**src/hdl/murmur2_bucket_hash_assert.svh**
```systemverilog
// Assertion macros for the bucket hash block.
// Used by the top level; no other dependencies.
`ifndef MURMUR2_BUCKET_HASH_ASSERT_SVH
`define MURMUR2_BUCKET_HASH_ASSERT_SVH
`ifndef SYNTHESIS
`define MBH_ASSERT_ALWAYS(lbl, clk, rst_n, expr) \
    lbl: assert property (@(posedge clk) disable iff (!rst_n) (expr)) \
        else $error("mbh: invariant violated");
`define MBH_ASSERT_IMPLY(lbl, clk, rst_n, ante, cons) \
    lbl: assert property (@(posedge clk) disable iff (!rst_n) (ante) |-> (cons)) \
        else $error("mbh: implication violated");
`else
`define MBH_ASSERT_ALWAYS(lbl, clk, rst_n, expr)
`define MBH_ASSERT_IMPLY(lbl, clk, rst_n, ante, cons)
`endif
`endif

```
**src/hdl/mbh_pkg.sv**
```systemverilog
// Shared types and constants of the bucket hash block.
// No dependencies.
package mbh_pkg;

    localparam int KEY_W      = 32;
    localparam int NB_W       = 3;
    localparam int KLEN_W     = 16;
    localparam int HASH_W     = 32;
    localparam int BKT_W      = 16;
    localparam int TS_W       = 17;
    localparam int CFG_IDX_W  = 1;
    localparam int CFG_DATA_W = 32;
    localparam int CNT_W      = $clog2(HASH_W);

    localparam int MAX_TABLE_SIZE = 65536;

    localparam logic [HASH_W-1:0] MIX_MULT = 32'h5bd1e995;
    localparam int MIX_SHIFT   = 24;
    localparam int FIN_SHIFT_A = 13;
    localparam int FIN_SHIFT_B = 15;

    localparam logic [CFG_IDX_W-1:0] CFG_HASH_SEED  = 1'b0;
    localparam logic [CFG_IDX_W-1:0] CFG_TABLE_SIZE = 1'b1;
    localparam logic [TS_W-1:0]      TS_RESET       = 17'd1024;

    localparam int QDEPTH = 2;
    localparam int QPTR_W = 1;
    localparam int QCNT_W = 2;

    typedef enum logic [1:0] {
        K_NONE = 2'd0,
        K_TAIL = 2'd1,
        K_FULL = 2'd2
    } t_kind;

    typedef struct packed {
        logic [KEY_W-1:0]  key_word;
        logic [NB_W-1:0]   valid_bytes;
        logic              last_word;
        logic [KLEN_W-1:0] key_length;
    } t_in;

    typedef struct packed {
        logic [HASH_W-1:0] raw_hash;
        logic [BKT_W-1:0]  bucket_index;
    } t_out;

    typedef struct packed {
        logic [KEY_W-1:0]  word;
        t_kind             kind;
        logic              last;
        logic              first;
        logic [HASH_W-1:0] init;
    } t_qent;

    typedef struct packed {
        logic              full;
        logic              empty;
        logic [QCNT_W-1:0] count;
    } t_q_stat;

    typedef struct packed {
        logic in_div;
        logic idle;
    } t_back_stat;

endpackage

```
**src/hdl/mbh_front.sv**
```systemverilog
// Front end: accepts key words, masks tail bytes, tags key starts.
// Depends on mbh_pkg.
module mbh_front (
    input  logic                      i_clk,
    input  logic                      i_rst_n,
    input  logic                      i_in_valid,
    output logic                      o_in_stall,
    input  mbh_pkg::t_in              i_in,
    input  logic [mbh_pkg::HASH_W-1:0] i_hash_seed,
    input  mbh_pkg::t_q_stat          i_qstat,
    output logic                      o_push,
    output mbh_pkg::t_qent            o_ent
);

    logic r_in_key;

    assign o_in_stall = i_qstat.full;
    assign o_push     = i_in_valid && !i_qstat.full;

    always_comb begin
        o_ent.word  = i_in.key_word;
        o_ent.kind  = mbh_pkg::K_FULL;
        o_ent.last  = i_in.last_word;
        o_ent.first = !r_in_key;
        o_ent.init  = i_hash_seed ^ {{(mbh_pkg::HASH_W-mbh_pkg::KLEN_W){1'b0}},
                                     i_in.key_length};
        case (i_in.valid_bytes) inside
            3'd0: begin
                o_ent.kind = mbh_pkg::K_NONE;
            end
            [3'd1:3'd3]: begin
                o_ent.kind = mbh_pkg::K_TAIL;
                case (i_in.valid_bytes)
                    3'd1:    o_ent.word = i_in.key_word & 32'h0000_00ff;
                    3'd2:    o_ent.word = i_in.key_word & 32'h0000_ffff;
                    default: o_ent.word = i_in.key_word & 32'h00ff_ffff;
                endcase
            end
            default: begin
                o_ent.kind = mbh_pkg::K_FULL;
            end
        endcase
    end

    always_ff @(posedge i_clk) begin
        if (!i_rst_n) begin
            r_in_key <= 1'b0;
        end else if (o_push) begin
            r_in_key <= !i_in.last_word;
        end
    end

endmodule

```
**src/hdl/mbh_queue.sv**
```systemverilog
// Two-entry queue between the front end and the hash engine.
// Depends on mbh_pkg.
module mbh_queue (
    input  logic              i_clk,
    input  logic              i_rst_n,
    input  logic              i_push,
    input  mbh_pkg::t_qent    i_ent,
    input  logic              i_pop,
    output mbh_pkg::t_qent    o_ent,
    output mbh_pkg::t_q_stat  o_stat
);

    mbh_pkg::t_qent                 r_mem [mbh_pkg::QDEPTH];
    logic [mbh_pkg::QPTR_W-1:0]     r_wptr;
    logic [mbh_pkg::QPTR_W-1:0]     r_rptr;
    logic [mbh_pkg::QCNT_W-1:0]     r_count;

    assign o_ent        = r_mem[r_rptr];
    assign o_stat.full  = (r_count == mbh_pkg::QCNT_W'(mbh_pkg::QDEPTH));
    assign o_stat.empty = (r_count == '0);
    assign o_stat.count = r_count;

    always_ff @(posedge i_clk) begin
        if (i_push) begin
            r_mem[r_wptr] <= i_ent;
        end
    end

    always_ff @(posedge i_clk) begin
        if (!i_rst_n) begin
            r_wptr  <= '0;
            r_rptr  <= '0;
            r_count <= '0;
        end else begin
            if (i_push) begin
                r_wptr <= r_wptr + 1'b1;
            end
            if (i_pop) begin
                r_rptr <= r_rptr + 1'b1;
            end
            case ({i_push, i_pop})
                2'b10:   r_count <= r_count + 1'b1;
                2'b01:   r_count <= r_count - 1'b1;
                default: r_count <= r_count;
            endcase
        end
    end

endmodule

```
**src/hdl/mbh_mod.sv**
```systemverilog
// Bit-serial remainder unit: 32-bit hash modulo a 17-bit table size.
// Depends on mbh_pkg.
module mbh_mod (
    input  logic                       i_clk,
    input  logic                       i_rst_n,
    input  logic                       i_start,
    input  logic [mbh_pkg::HASH_W-1:0] i_dividend,
    input  logic [mbh_pkg::TS_W-1:0]   i_divisor,
    output logic                       o_done,
    output logic [mbh_pkg::BKT_W-1:0]  o_rem
);

    logic [mbh_pkg::HASH_W-1:0] r_dvd;
    logic [mbh_pkg::TS_W-1:0]   r_div;
    logic [mbh_pkg::TS_W-1:0]   r_rem;
    logic [mbh_pkg::CNT_W-1:0]  r_cnt;
    logic                       r_busy;
    logic                       r_done;

    logic [mbh_pkg::TS_W:0]     w_trial;
    logic [mbh_pkg::TS_W:0]     w_diff;
    logic [mbh_pkg::TS_W-1:0]   n_rem;

    always_comb begin
        w_trial = {r_rem, r_dvd[mbh_pkg::HASH_W-1]};
        w_diff  = w_trial - {1'b0, r_div};
        n_rem   = (w_trial >= {1'b0, r_div}) ? w_diff[mbh_pkg::TS_W-1:0]
                                             : w_trial[mbh_pkg::TS_W-1:0];
    end

    assign o_done = r_done;
    assign o_rem  = r_rem[mbh_pkg::BKT_W-1:0];

    always_ff @(posedge i_clk) begin
        if (i_start) begin
            r_dvd <= i_dividend;
            r_div <= i_divisor;
            r_rem <= '0;
            r_cnt <= mbh_pkg::CNT_W'(mbh_pkg::HASH_W - 1);
        end else if (r_busy) begin
            r_dvd <= r_dvd << 1;
            r_rem <= n_rem;
            r_cnt <= r_cnt - 1'b1;
        end
    end

    always_ff @(posedge i_clk) begin
        if (!i_rst_n) begin
            r_busy <= 1'b0;
            r_done <= 1'b0;
        end else if (i_start) begin
            r_busy <= 1'b1;
            r_done <= 1'b0;
        end else if (r_busy && (r_cnt == '0)) begin
            r_busy <= 1'b0;
            r_done <= 1'b1;
        end
    end

endmodule

```
**src/hdl/mbh_back.sv**
```systemverilog
// Hash engine: mixing, tail and finalization on one shared multiplier,
// then bucket reduction and the output register. Depends on mbh_pkg, mbh_mod.
module mbh_back (
    input  logic                       i_clk,
    input  logic                       i_rst_n,
    input  mbh_pkg::t_q_stat           i_qstat,
    input  mbh_pkg::t_qent             i_ent,
    output logic                       o_pop,
    input  logic [mbh_pkg::TS_W-1:0]   i_size,
    output logic                       o_out_valid,
    input  logic                       i_out_stall,
    output mbh_pkg::t_out              o_out,
    output mbh_pkg::t_back_stat        o_stat
);

    typedef enum logic [7:0] {
        S_LOAD   = 8'b0000_0001,
        S_MIXK   = 8'b0000_0010,
        S_MIXH   = 8'b0000_0100,
        S_MIXEND = 8'b0000_1000,
        S_TAIL   = 8'b0001_0000,
        S_FINMUL = 8'b0010_0000,
        S_FINEND = 8'b0100_0000,
        S_DIV    = 8'b1000_0000
    } t_state;

    t_state                      r_state, n_state;
    logic [mbh_pkg::HASH_W-1:0]  r_h, n_h;
    logic [mbh_pkg::HASH_W-1:0]  r_k, n_k;
    logic [mbh_pkg::HASH_W-1:0]  r_raw, n_raw;
    logic                        r_last, n_last;
    logic [mbh_pkg::HASH_W-1:0]  r_prod;
    logic                        r_out_valid;
    mbh_pkg::t_out               r_out;

    logic [mbh_pkg::HASH_W-1:0]  w_h0;
    logic [mbh_pkg::HASH_W-1:0]  w_op;
    logic [mbh_pkg::HASH_W-1:0]  w_fin;
    logic                        w_div_start;
    logic                        w_div_done;
    logic [mbh_pkg::BKT_W-1:0]   w_rem;
    logic                        w_out_free;
    logic                        w_load;

    assign w_h0       = i_ent.first ? i_ent.init : r_h;
    assign w_fin      = r_prod ^ (r_prod >> mbh_pkg::FIN_SHIFT_B);
    assign w_out_free = !r_out_valid || !i_out_stall;
    assign o_pop      = (r_state == S_LOAD) && !i_qstat.empty;
    assign w_div_start = (r_state == S_FINEND);
    assign w_load     = (r_state == S_DIV) && w_div_done && w_out_free;

    always_comb begin
        case (r_state)
            S_LOAD:  w_op = (i_ent.kind == mbh_pkg::K_FULL) ? i_ent.word
                                                             : (w_h0 ^ i_ent.word);
            S_MIXK:  w_op = r_prod ^ (r_prod >> mbh_pkg::MIX_SHIFT);
            S_MIXH:  w_op = r_h;
            default: w_op = r_h ^ (r_h >> mbh_pkg::FIN_SHIFT_A);
        endcase
    end

    always_comb begin
        n_state = r_state;
        n_h     = r_h;
        n_k     = r_k;
        n_raw   = r_raw;
        n_last  = r_last;
        case (r_state)
            S_LOAD: begin
                if (!i_qstat.empty) begin
                    n_h    = w_h0;
                    n_last = i_ent.last;
                    case (i_ent.kind)
                        mbh_pkg::K_FULL: n_state = S_MIXK;
                        mbh_pkg::K_TAIL: n_state = S_TAIL;
                        default:         n_state = i_ent.last ? S_FINMUL : S_LOAD;
                    endcase
                end
            end
            S_MIXK: begin
                n_state = S_MIXH;
            end
            S_MIXH: begin
                n_k     = r_prod;
                n_state = S_MIXEND;
            end
            S_MIXEND: begin
                n_h     = r_prod ^ r_k;
                n_state = r_last ? S_FINMUL : S_LOAD;
            end
            S_TAIL: begin
                n_h     = r_prod;
                n_state = r_last ? S_FINMUL : S_LOAD;
            end
            S_FINMUL: begin
                n_state = S_FINEND;
            end
            S_FINEND: begin
                n_raw   = w_fin;
                n_h     = '0;
                n_state = S_DIV;
            end
            S_DIV: begin
                if (w_load) begin
                    n_state = S_LOAD;
                end
            end
            default: begin
                n_state = S_LOAD;
            end
        endcase
    end

    always_ff @(posedge i_clk) begin
        r_prod <= w_op * mbh_pkg::MIX_MULT;
        r_h    <= n_h;
        r_k    <= n_k;
        r_raw  <= n_raw;
        r_last <= n_last;
        if (w_load) begin
            r_out.raw_hash     <= r_raw;
            r_out.bucket_index <= w_rem;
        end
    end

    always_ff @(posedge i_clk) begin
        if (!i_rst_n) begin
            r_state     <= S_LOAD;
            r_out_valid <= 1'b0;
        end else begin
            r_state <= n_state;
            if (w_load) begin
                r_out_valid <= 1'b1;
            end else if (!i_out_stall) begin
                r_out_valid <= 1'b0;
            end
        end
    end

    mbh_mod u_mod (
        .i_clk      (i_clk),
        .i_rst_n    (i_rst_n),
        .i_start    (w_div_start),
        .i_dividend (w_fin),
        .i_divisor  (i_size),
        .o_done     (w_div_done),
        .o_rem      (w_rem)
    );

    assign o_out_valid   = r_out_valid;
    assign o_out         = r_out;
    assign o_stat.in_div = (r_state == S_DIV);
    assign o_stat.idle   = (r_state == S_LOAD);

endmodule

```
**src/hdl/murmur2_bucket_hash.sv**
```systemverilog
// MurmurHash2 (32-bit) over little-endian key words, reduced to a bucket
// index modulo the table size. A two-entry request queue separates the front
// end from the hash engine, and the result sits in an output register. The
// engine uses one 32x32 multiplier for all mixing: a full word passes S_MIXK,
// S_MIXH and S_MIXEND, a tail word S_TAIL. The last word of a key adds
// finalization, then the bit-serial remainder unit and result load.
// Depends on mbh_pkg, mbh_front, mbh_queue, mbh_back and the assertion header.
`include "murmur2_bucket_hash_assert.svh"

module murmur2_bucket_hash (
    input  logic                            i_clk,
    input  logic                            i_rst_n,
    input  logic                            i_in_valid,
    output logic                            o_in_stall,
    input  mbh_pkg::t_in                    i_in,
    output logic                            o_out_valid,
    input  logic                            i_out_stall,
    output mbh_pkg::t_out                   o_out,
    input  logic                            i_cfg_valid,
    output logic                            o_cfg_ready,
    input  logic [mbh_pkg::CFG_IDX_W-1:0]   i_cfg_index,
    input  logic [mbh_pkg::CFG_DATA_W-1:0]  i_cfg_data
);

    logic [mbh_pkg::HASH_W-1:0] r_hash_seed;
    logic [mbh_pkg::TS_W-1:0]   r_table_size;
    logic [mbh_pkg::TS_W-1:0]   w_size;

    logic                       w_push;
    logic                       w_pop;
    mbh_pkg::t_qent             w_ent_in;
    mbh_pkg::t_qent             w_ent_out;
    mbh_pkg::t_q_stat           w_qstat;
    mbh_pkg::t_back_stat        w_bstat;

    assign o_cfg_ready = 1'b1;

    always_ff @(posedge i_clk) begin
        if (!i_rst_n) begin
            r_hash_seed  <= '0;
            r_table_size <= mbh_pkg::TS_RESET;
        end else if (i_cfg_valid) begin
            case (i_cfg_index)
                mbh_pkg::CFG_HASH_SEED:  r_hash_seed  <= i_cfg_data;
                mbh_pkg::CFG_TABLE_SIZE: r_table_size <= i_cfg_data[mbh_pkg::TS_W-1:0];
                default: ;
            endcase
        end
    end

    always_comb begin
        if (r_table_size == '0) begin
            w_size = mbh_pkg::TS_W'(1);
        end else if (r_table_size > mbh_pkg::TS_W'(mbh_pkg::MAX_TABLE_SIZE)) begin
            w_size = mbh_pkg::TS_W'(mbh_pkg::MAX_TABLE_SIZE);
        end else begin
            w_size = r_table_size;
        end
    end

    mbh_front u_front (
        .i_clk       (i_clk),
        .i_rst_n     (i_rst_n),
        .i_in_valid  (i_in_valid),
        .o_in_stall  (o_in_stall),
        .i_in        (i_in),
        .i_hash_seed (r_hash_seed),
        .i_qstat     (w_qstat),
        .o_push      (w_push),
        .o_ent       (w_ent_in)
    );

    mbh_queue u_queue (
        .i_clk   (i_clk),
        .i_rst_n (i_rst_n),
        .i_push  (w_push),
        .i_ent   (w_ent_in),
        .i_pop   (w_pop),
        .o_ent   (w_ent_out),
        .o_stat  (w_qstat)
    );

    mbh_back u_back (
        .i_clk       (i_clk),
        .i_rst_n     (i_rst_n),
        .i_qstat     (w_qstat),
        .i_ent       (w_ent_out),
        .o_pop       (w_pop),
        .i_size      (w_size),
        .o_out_valid (o_out_valid),
        .i_out_stall (i_out_stall),
        .o_out       (o_out),
        .o_stat      (w_bstat)
    );

    `MBH_ASSERT_ALWAYS(a_queue_bound, i_clk, i_rst_n, w_qstat.count <= mbh_pkg::QCNT_W'(mbh_pkg::QDEPTH))
    `MBH_ASSERT_IMPLY(a_result_from_div, i_clk, i_rst_n, $rose(o_out_valid), $past(w_bstat.in_div))
    `MBH_ASSERT_IMPLY(a_div_no_pop, i_clk, i_rst_n, w_bstat.in_div, !w_pop && !w_bstat.idle)

endmodule

```
**config.mk**
```make
export PLATFORM = sky130hd
export DESIGN_NAME = murmur2_bucket_hash
export DESIGN_NICKNAME = d
export VERILOG_FILES = /design/src/hdl/mbh_pkg.sv /design/src/hdl/mbh_front.sv /design/src/hdl/mbh_queue.sv /design/src/hdl/mbh_mod.sv /design/src/hdl/mbh_back.sv /design/src/hdl/murmur2_bucket_hash.sv
export VERILOG_INCLUDE_DIRS = /design/src /design/src/hdl
export SDC_FILE = /design/constraint.sdc
export NUM_CORES = 1
export LEC_CHECK = 0
export BUFFER_PORTS_ARGS = -buffer_cell sky130_fd_sc_hd__buf_2
export CAP_MARGIN = 0
export CORE_MARGIN = 5
export CORE_UTILIZATION = 55
export CTS_CLUSTER_DIAMETER = 60
export CTS_CLUSTER_SIZE = 24
export DETAILED_ROUTE_END_ITERATION = 16
export PLACE_DENSITY = 0.73
export SETUP_SLACK_MARGIN = 0.3
export SLEW_MARGIN = 20
export SYNTH_ARGS = -nofsm -noshare
export SYNTH_HDL_FRONTEND = slang
export SYNTH_HIERARCHICAL = 1
export SYNTH_SLANG_ARGS = --single-unit
```
**constraint.sdc**
```tcl
create_clock -name i_clk -period 16.9 [get_ports i_clk]
set_input_delay 1.69 -clock i_clk [delete_from_list [all_inputs] [get_ports i_clk]]
set_output_delay 1.69 -clock i_clk [all_outputs]
set_load 0.01 [all_outputs]
```
==> impl_metrics.tcl, run 1 <==
set metrics [dict create \
    max_cap_violations 0 \
    yosysSeqAreaShare_pct 42.40 \
    synth_area_per_cell_um2 11.55 \
    cts-root-buf "clkbuf_16" \
    synth-edff-count 330 \
    status "finished, final reports clean" \
    hold_class "reg -> reg" \
    worst_setup_path_start_kind "register" \
    vias_per_cell 5.646 \
    cp_max_fo 41 \
    ys_types 85 \
    grt_max_degree 67 \
    clk_path_buf_depth 3 \
    slew_headroom_pct 33.84 \
    rsz0062_at_grt "false" \
    clkTransAtPathRegs_ns 0.09 \
    period_needed_ns 9.357 \
    ctsResizeCount 0 \
    num_rows 84 \
    synthArstFlopShare_pct 0 \
    crit_family "adder cells" \
    finalWirelength_um 71960 \
    grt-ovfl-total 0 \
    drt_pre_antenna_iters 6 \
    dominantRegCellSynth "edfxtp_1" \
    cts_tree "built" \
    port_buffers 139 \
    grt_pass1_vias 18980 \
    worstSetupEndpointType "register" \
    fp.coreArea_mm2 0.05245 \
    layout-drive-gt1-share_pct 15.15 \
    finalSetupTns_ns 0 \
    ff_latch_area_mm2 0.01231 \
    wl_per_cell_um 21.71 \
    dr_total_vias 18720 \
    gp_congestion 0.9540 \
    die_h_um 239.8 \
    max_freq_mhz 106.9 \
    antenna_left 0 \
    finClkSkew_ns 0.04378 \
    cp_common_cell "xnor2_1" \
    multiInputGateArea_mm2 0.01454 \
    synth.net_count 3022 \
    fin_crit_sh_pct 55.37 \
    htree_num_levels 2 \
    area_delta_synth_final_pct 8.531 \
    cpPeakStageDelay_ns 0.81 \
    synthCells 2514 \
    cts.sinks 450 \
    worstPathArrival_ns 9.80 \
    slowest_stage "fa_1" \
    crit_required_ns 17.34 \
    ctsHoldBuffers 0 \
    slew_viol_final 0 \
    dp_hpwl_um 55050 \
    cts_setup_buffers 0 \
    fin_nets 3107 \
    critical_path_class "reg -> reg" \
    crit_buf_inv 5 \
    clk-insertion-delay-late_ns 0.60 \
    layout_commonest_cell "inv_1" \
    antenna_found_initial 0 \
    final_cell_mix "inv_1 (398), edfxtp_1 (330), ha_1 (237), nand2_1 (181), fa_1 (181)" \
    num_io_pins 141 \
    yosysWarnings 6 \
    tightestPinTransition_ns 0.9904 \
    start_util_pct 55.37 \
    cts_buffers 36 \
    syn_area_mm2 0.02904 \
    setup_viol 0 \
    fill_cells 4224 \
    drtIter0Drc 1568 \
    grt_pass1_wl_um 110000 \
    die_w_um 239.8 \
    grt_util_all_layers_pct 25.03 \
    drcViolationCount 0 \
    antenna_cells 0 \
    hold_viol 0 \
    dieArea_mm2 0.05750 \
    ys_seq_elements 450 \
]
per-layer routing:
layer	track usage, %	part of all wire (%)	vias to the layer above
met2	39.23	45	651
met4	6.485	2.5	0
met5	0	0	-
met1	35.28	43	9234
li1	-	-	8728
met3	6.310	9.0	104
flip-flops by register name (all words and copies together) (netlist names), 2 cells and up, named ones only:
register,cells
u_back/o_out,48
u_back/r_h,32
u_back/u_mod/r_cnt,5
r_table_size,17
u_back/u_mod/r_dvd,32
r_hash_seed,32
u_queue/r_mem,136
u_back/r_prod,32
u_queue/r_count,2
u_back/u_mod/r_rem,17
u_back/r_k,32
u_back/r_raw,32
u_back/u_mod/r_div,17
u_back/r_state,8
cells by family (layout without fill, tap and decap cells):
kind of cell,after synthesis,after routing,share of synthesized area [%]
buffers and inverters,525,638,7.669
and+or+nand+nor,468,468,8.427
DFF,450,450,42.40
adders and majority gates,418,418,22.69
AOI/OAI and AO/OA,377,377,9.350
xor gates and xnor gates,145,145,4.446
muxes,130,130,5.011
other,1,1,0.01291
cells in the mapped netlist (all sizes together) (28+ instances only):
| cell | n | area [um2] |
|---|---|---|
| nor3b | 35 | 274.0 |
| nor2 | 64 | 240.2 |
| nand3 | 39 | 195.2 |
| xor2 | 74 | 655.6 |
| a21boi | 66 | 495.5 |
| xnor2 | 70 | 613.1 |
| mux2 | 123 | 1385 |
| inv | 399 | 1498 |
| o21ai | 82 | 410.4 |
| ha | 237 | 2965 |
| buf | 78 | 544.3 |
| nor2b | 28 | 177.7 |
| a21oi | 63 | 326.6 |
| nand2 | 182 | 699.4 |
| edfxtp | 330 | 9910 |
| clkbuf | 47 | 176.4 |
| a221o | 41 | 411.6 |
| dfxtp | 120 | 2402 |
| fa | 181 | 3623 |
stage by stage:
step | worst slack (ns) | util [%] | hold slack, ns | area [um2] | cells
after detailed placement | 7.656 | 57.50 | 0.4045 | 30160 | 3249
final | 7.543 | 60.10 | 0.4232 | 31520 | 3315
after floorplan | 8.448 | - | 0.4003 | 29040 | 2514
after global placement | 7.754 | 57.50 | 0.4046 | 30160 | 3249
after CTS | 7.618 | 60.07 | 0.4242 | 31510 | 3315
after global routing | 7.153 | 60.10 | 0.4284 | 31520 | 3315
final cells by class:
cell class | instances | area share [%]
clock buffer | 42 | 3.061
clock inverter | 24 | 1.227
inverter | 400 | 4.780
multi-input combinational | 1539 | 46.14
sequential | 450 | 39.07
tap | 688 | 2.731
timing repair buffer | 172 | 2.993
path summary, 6_finish.rpt:
check                                                     from                          to  slack [ns]  cells after the start
worst max-delay path            u_back/r_state[1]$_SDFFE_PN0P_   u_back/r_prod[31]$_DFF_P_        7.54                     27
worst min-delay path                u_back/r_raw[19]$_DFFE_PP_  u_back/o_out[35]$_DFFE_PP_        0.42                      0
worst max register to register  u_back/r_state[1]$_SDFFE_PN0P_   u_back/r_prod[31]$_DFF_P_        7.54                     27
worst min register to register      u_back/r_raw[19]$_DFFE_PP_  u_back/o_out[35]$_DFFE_PP_        0.42                      0
Power of run 1 is not shown: default switching activity piles up to over one toggle a cycle in this logic, so the estimate is an artifact.
==> inputs of run 2 (changes only) <==
--- a/config.mk
+++ b/config.mk
@@ -6,6 +6,7 @@
 export SDC_FILE = /design/constraint.sdc
 export NUM_CORES = 1
 export LEC_CHECK = 0
+export ABC_AREA = 1
 export BUFFER_PORTS_ARGS = -buffer_cell sky130_fd_sc_hd__buf_2
 export CAP_MARGIN = 0
 export CORE_MARGIN = 5
@@ -13,7 +14,7 @@
 export CTS_CLUSTER_DIAMETER = 60
 export CTS_CLUSTER_SIZE = 24
 export DETAILED_ROUTE_END_ITERATION = 16
-export PLACE_DENSITY = 0.73
+export PLACE_DENSITY = 0.75
 export SETUP_SLACK_MARGIN = 0.3
 export SLEW_MARGIN = 20
 export SYNTH_ARGS = -nofsm -noshare
==> constraint.sdc (replaced) <==
create_clock -name i_clk -period 8.4 [get_ports i_clk]
set_input_delay 0.84 -clock i_clk [delete_from_list [all_inputs] [get_ports i_clk]]
set_output_delay 0.84 -clock i_clk [all_outputs]
set_load 0.01 [all_outputs]
==> run 2 against run 1 <==
Effect of this change:
- sequential cell count is the same
- register-to-register slack lost 7.0 ns
- final area grew 3.8%
- critical path depth grew 4
- wire length grew 8.5%
- critical path type unchanged
- highest routed layer unchanged
==> impl_metrics.tcl, run 2 <==
set metrics [dict create \
    worstPathArrival_ns 8.26 \
    dp_hpwl_um 59420 \
    synth.net_count 3569 \
    finalSetupTns_ns 0 \
    yosysWarnings 6 \
    cts_buffers 34 \
    synth_compound_area_share_pct 5.998 \
    slew_headroom_pct 22.27 \
    grt_max_degree 89 \
    period_needed_ns 7.842 \
    crit_required_ns 8.82 \
    num_rows 85 \
    ys_seq_elements 450 \
    synth-edff-count 330 \
    ys_types 60 \
    tightestPinTransition_ns 1.161 \
    cp_max_fo 9 \
    fin_crit_sh_pct 93.36 \
    netlist_top_cells_count "inv_1 (585), nand2_1 (529), edfxtp_1 (330), ha_1 (237), nor2_1 (233)" \
    drcViolationCount 0 \
    cts-root-buf "clkbuf_16" \
    num_io_pins 141 \
    worst_setup_path_start_kind "register" \
    clk_path_buf_depth 3 \
    wl_met2_um 35200 \
    grt-ovfl-total 0 \
    top_layer "met4" \
    rsz0062_at_grt "true" \
    synth_area_leaders "edfxtp_1 (33%), fa_1 (12%), ha_1 (10%), dfxtp_1 (8.1%), inv_1 (7.4%)" \
    synth_fa_ha_area_share_pct 22.12 \
    drt_pre_antenna_iters 5 \
    cts.sinks 450 \
    r2r_end "u_back/r_prod[28]$_DFF_P_" \
    critical_path_class "reg -> reg" \
    die_h_um 242.7 \
    synth_most_common_cell "inv_1" \
    yosys.area_share.simple_pct 14.47 \
    dominantRegCellSynth "edfxtp_1" \
    status "finished, final reports clean" \
    m1WireLength_um 33980 \
    max_cap_violations 0 \
    clk-insertion-delay-late_ns 0.56 \
    fp.coreArea_mm2 0.05371 \
    drtIter0Drc 2121 \
    cpPeakStageDelay_ns 0.55 \
    reg2reg_slack_ns 0.56 \
    r2r_cells 31 \
    synthArstFlopShare_pct 0 \
    synth_top_cell_by_area "edfxtp_1" \
    slowest_stage "fa_1" \
    antenna_found_initial 0 \
    layout_commonest_cell "inv_1" \
    final_cell_mix "inv_1 (582), nand2_1 (525), edfxtp_1 (330), ha_1 (233), nor2_1 (228)" \
    final_util_pct 60.92 \
    cts_tree "built" \
    max_freq_mhz 127.5 \
    crit_end "u_back/r_prod[28]$_DFF_P_" \
    grt_util_all_layers_pct 25.88 \
    area_delta_synth_final_pct 9.842 \
    port_buffers 139 \
    synthCells 3061 \
    top_register "u_queue/r_mem" \
    slew_viol_final 0 \
    fill_cells 4430 \
    path_depth 31 \
    dr_total_vias 21460 \
    vias_per_cell 5.477 \
    wl_met3_um 6032 \
    clkTransAtPathRegs_ns 0.09 \
    die_w_um 242.7 \
    synth_top_family_by_area "adder cells" \
    htree_num_levels 2 \
    worstSetupEndpointType "register" \
    dieArea_mm2 0.05891 \
    setup_viol 0 \
    grt_pass1_wl_um 119900 \
    finClkSkew_ns 0.03038 \
    syn_area_mm2 0.02979 \
    synth_area_per_cell_um2 9.731 \
    fin_nets 3706 \
    hold_class "reg -> reg" \
    start_util_pct 55.46 \
    crit_buf_inv 7 \
    wl_per_cell_um 19.92 \
    yosysSeqAreaShare_pct 41.33 \
    finalWirelength_um 78050 \
    largest_reg_flops 136 \
    hold_viol 0 \
    synthMuxAreaShare_pct 2.823 \
    antenna_cells 0 \
    antenna_left 0 \
    grt_pass1_vias 21010 \
    crit_family "adder cells" \
    synth-xor-area-share_pct 3.134 \
    layout-drive-gt1-share_pct 14.46 \
    cp_common_cell "fa_1" \
    synth.top_cell.area_share_pct 33.27 \
    gp_congestion 0.9901 \
]
[run 2: layer usage]
metal	GRT usage, %	up-vias
li1	-	10100
met3	4.576	162
met2	40.76	845
met1	36.92	10360
met4	8.144	0
met5	0	-
[run 2: worst min-delay path by stage]
| stage | from | to | cells past startpoint |
|---|---|---|---|
| floorplan | u_back/r_raw[0]$_DFFE_PP_ | u_back/o_out[16]$_DFFE_PP_ | 0 |
| global placement | u_back/r_raw[14]$_DFFE_PP_ | u_back/o_out[30]$_DFFE_PP_ | 0 |
| detailed placement | u_back/r_raw[13]$_DFFE_PP_ | u_back/o_out[29]$_DFFE_PP_ | 0 |
| CTS | u_back/r_raw[25]$_DFFE_PP_ | u_back/o_out[41]$_DFFE_PP_ | 0 |
| global route | u_back/r_raw[1]$_DFFE_PP_ | u_back/o_out[17]$_DFFE_PP_ | 0 |
| finish | u_back/r_raw[25]$_DFFE_PP_ | u_back/o_out[41]$_DFFE_PP_ | 0 |
[run 2: cell type report]
| cell class | count | area (um2) | area share [%] |
|---|---|---|---|
| inverter | 604 | 2282 | 6.975 |
| sequential | 450 | 12320 | 37.64 |
| tap | 696 | 870.8 | 2.662 |
| timing repair buffer | 223 | 1384 | 4.229 |
| clock buffer | 39 | 900.9 | 2.753 |
| multi-input combinational | 1885 | 14690 | 44.89 |
| clock inverter | 22 | 276.5 | 0.8451 |
[run 2: kinds of logic (layout without fill, tap and decap cells)]
| group | Yosys count | after routing |
|---|---|---|
| simple gates | 1003 | 1003 |
| buf+inv | 728 | 888 |
| flops | 450 | 450 |
| fa+ha+maj | 418 | 418 |
| compound gates | 288 | 288 |
| xor+xnor | 105 | 105 |
| mux | 68 | 70 |
| other cells | 1 | 1 |
[run 2: through the flow]
step,instances,setup slack [ns],hold WS [ns],instance area (um2)
final,3919,0.5580,0.4222,32720
after floorplan,3061,0.3228,0.4003,29820
after CTS,3893,0.3252,0.4264,32340
after detailed placement,3832,0.3203,0.4045,31150
after global routing,3919,0.2802,0.4347,32720
after global placement,3832,0.3815,0.4026,31150
[run 2: what timing repair did]
item                                    in CTS  in global routing
resized for setup                            3                 49
setup buffers                                0                 23
endpoints found under the setup margin       2                 11
pin swaps                                    0                  7
hold buffers                                 0                  0
cloned                                       0                  3
Power of run 2 is left out for the same reason.
==> inputs of run 3 (changes only) <==
--- a/config.mk
+++ b/config.mk
@@ -9,12 +9,10 @@
 export ABC_AREA = 1
 export BUFFER_PORTS_ARGS = -buffer_cell sky130_fd_sc_hd__buf_2
 export CAP_MARGIN = 0
-export CORE_MARGIN = 5
-export CORE_UTILIZATION = 55
+export CORE_UTILIZATION = 40
 export CTS_CLUSTER_DIAMETER = 60
 export CTS_CLUSTER_SIZE = 24
 export DETAILED_ROUTE_END_ITERATION = 16
-export PLACE_DENSITY = 0.75
 export SETUP_SLACK_MARGIN = 0.3
 export SLEW_MARGIN = 20
 export SYNTH_ARGS = -nofsm -noshare
==> run 3 against run 2 <==
Effect of this change:
- the run now ends with DRC left
- critical endpoint unchanged
- final cell count grew 7.0%
- global-route usage down 5.1 points
- worst hold slack better by 0.0024 ns
- wire length is 0.79% lower
- highest routed layer unchanged
- utilization is 16 points lower
- critical path type unchanged
==> impl_metrics.tcl, run 3 (synthesized netlist as in run 2, its figures left out) <==
set metrics [dict create \
    status "finished, violations left" \
    violations "DRC" \
    hold_viol 0 \
    cpPeakStageDelay_ns 0.54 \
    largest_reg_flops 136 \
    setup_viol 0 \
    die_w_um 274.9 \
    worstPathArrival_ns 8.20 \
    grt_max_degree 71 \
    fin_nets 3718 \
    cts_tree "built" \
    num_io_pins 141 \
    layout_commonest_cell "inv_1" \
    grt_pass1_wl_um 119500 \
    crit_required_ns 8.86 \
    slowest_stage "fa_1" \
    hold_class "reg -> reg" \
    finalSetupTns_ns 0 \
    dieArea_mm2 0.07556 \
    vias_per_cell 4.985 \
    period_needed_ns 7.741 \
    wl_per_cell_um 18.46 \
    cts_buffers 34 \
    die_h_um 274.9 \
    grt_pass1_vias 20360 \
    final_cell_mix "inv_1 (582), nand2_1 (525), edfxtp_1 (330), ha_1 (232), nor2_1 (228)" \
    drt_pre_antenna_iters 12 \
    fp.coreArea_mm2 0.07333 \
    cts.sinks 450 \
    r2r_cells 35 \
    htree_num_levels 2 \
    antenna_found_initial 0 \
    port_buffers 139 \
    cp_max_fo 7 \
    cts-root-buf "clkbuf_16" \
    worst_setup_path_start_kind "register" \
    finalWirelength_um 77440 \
    antenna_cells 0 \
    max_freq_mhz 129.2 \
    drcViolationCount 3 \
    final_area_mm2 0.03322 \
    rsz0062_at_grt "true" \
    top_register "u_queue/r_mem" \
    clkTransAtPathRegs_ns 0.09 \
    finClkSkew_ns 0.03042 \
    hold_depth 0 \
    layout-drive-gt1-share_pct 14.80 \
    ctsHoldBuffers 0 \
    num_rows 99 \
    slew_headroom_pct 32.19 \
    clk-insertion-delay-late_ns 0.59 \
    slew_viol_final 0 \
    grt-ovfl-total 0 \
    antenna_left 0 \
    start_util_pct 40.62 \
    tightestPinTransition_ns 1.015 \
    worstSetupEndpointType "register" \
    gp_congestion 0.9393 \
    critical_path_class "reg -> reg" \
    drtIter0Drc 1518 \
    fin_crit_sh_pct 92.16 \
    dr_total_vias 20910 \
    grt_util_all_layers_pct 20.78 \
    place_area_mm2 0.03149 \
    clk_path_buf_depth 3 \
    area_delta_synth_final_pct 11.52 \
    dp_hpwl_um 58660 \
    max_cap_violations 0 \
]
-- run 3: cell types whose count changed in the layout (fill, tap and decap cells not counted), sizes merged --
cell    change
clkbuf      -2
mux2        -1
inv         +2
buf        +13
nor2        +1
-- run 3: per-stage QoR --
step	utilization, %	std cells	setup slack, ns	hold slack, ns
6_report	45.30	4195	0.6590	0.4246
5_1_grt	45.30	4195	0.2224	0.4302
4_1_cts	44.59	4160	0.3007	0.4238
3_5_place_dp	42.95	4098	0.1295	0.4045
3_3_place_gp	42.95	4098	0.2738	0.4028
2_1_floorplan	-	3061	0.3228	0.4003
-- run 3: area by class of cell --
cell class | count | area (um2)
fillers | 7043 | 40110
multi-input cells | 1885 | 14720
flip-flops and latches | 450 | 12320
inverters | 604 | 2283
repair buffers | 235 | 1505
well taps | 959 | 1200
clock buffers | 38 | 897.1
clock inverters | 24 | 296.5
-- run 3: routing by layer --
layer | wire [um] | track usage, % | vias up
met5 | 0 | 0 | -
met4 | 1619 | 4.769 | 0
met3 | 5101 | 3.107 | 82
met2 | 35580 | 34.03 | 599
met1 | 35140 | 28.97 | 10110
li1 | - | - | 10130
-- run 3: critical path, delay by kind of cell (launching register included) --
kind / cells / cell delay (ns)
buf+inv: 9 / 0.85
compound gates: 5 / 0.75
xor+xnor: 1 / 0.15
flops: 1 / 0.45
mux: 1 / 0.38
fa+ha+maj: 9 / 3.94
simple gates: 10 / 1.10
-- run 3: worst paths after layout --
path / start / to / slack [ns]
max reg2reg: register / u_back/r_prod[28]$_DFF_P_ / 0.66
min reg2reg: u_back/r_raw[31]$_DFFE_PP_ / u_back/o_out[47]$_DFFE_PP_ / 0.42
min: u_back/r_raw[31]$_DFFE_PP_ / u_back/o_out[47]$_DFFE_PP_ / 0.42
max: register / u_back/r_prod[28]$_DFF_P_ / 0.66
-- run 3: repair_timing --
item,in CTS,in global routing
cloned,0,3
gates resized for setup,4,56
setup endpoints to repair,6,13
pin swaps,0,11
endpoints found under the hold margin,0,0
setup buffers,0,32
Power of run 3 is left out for the same reason.
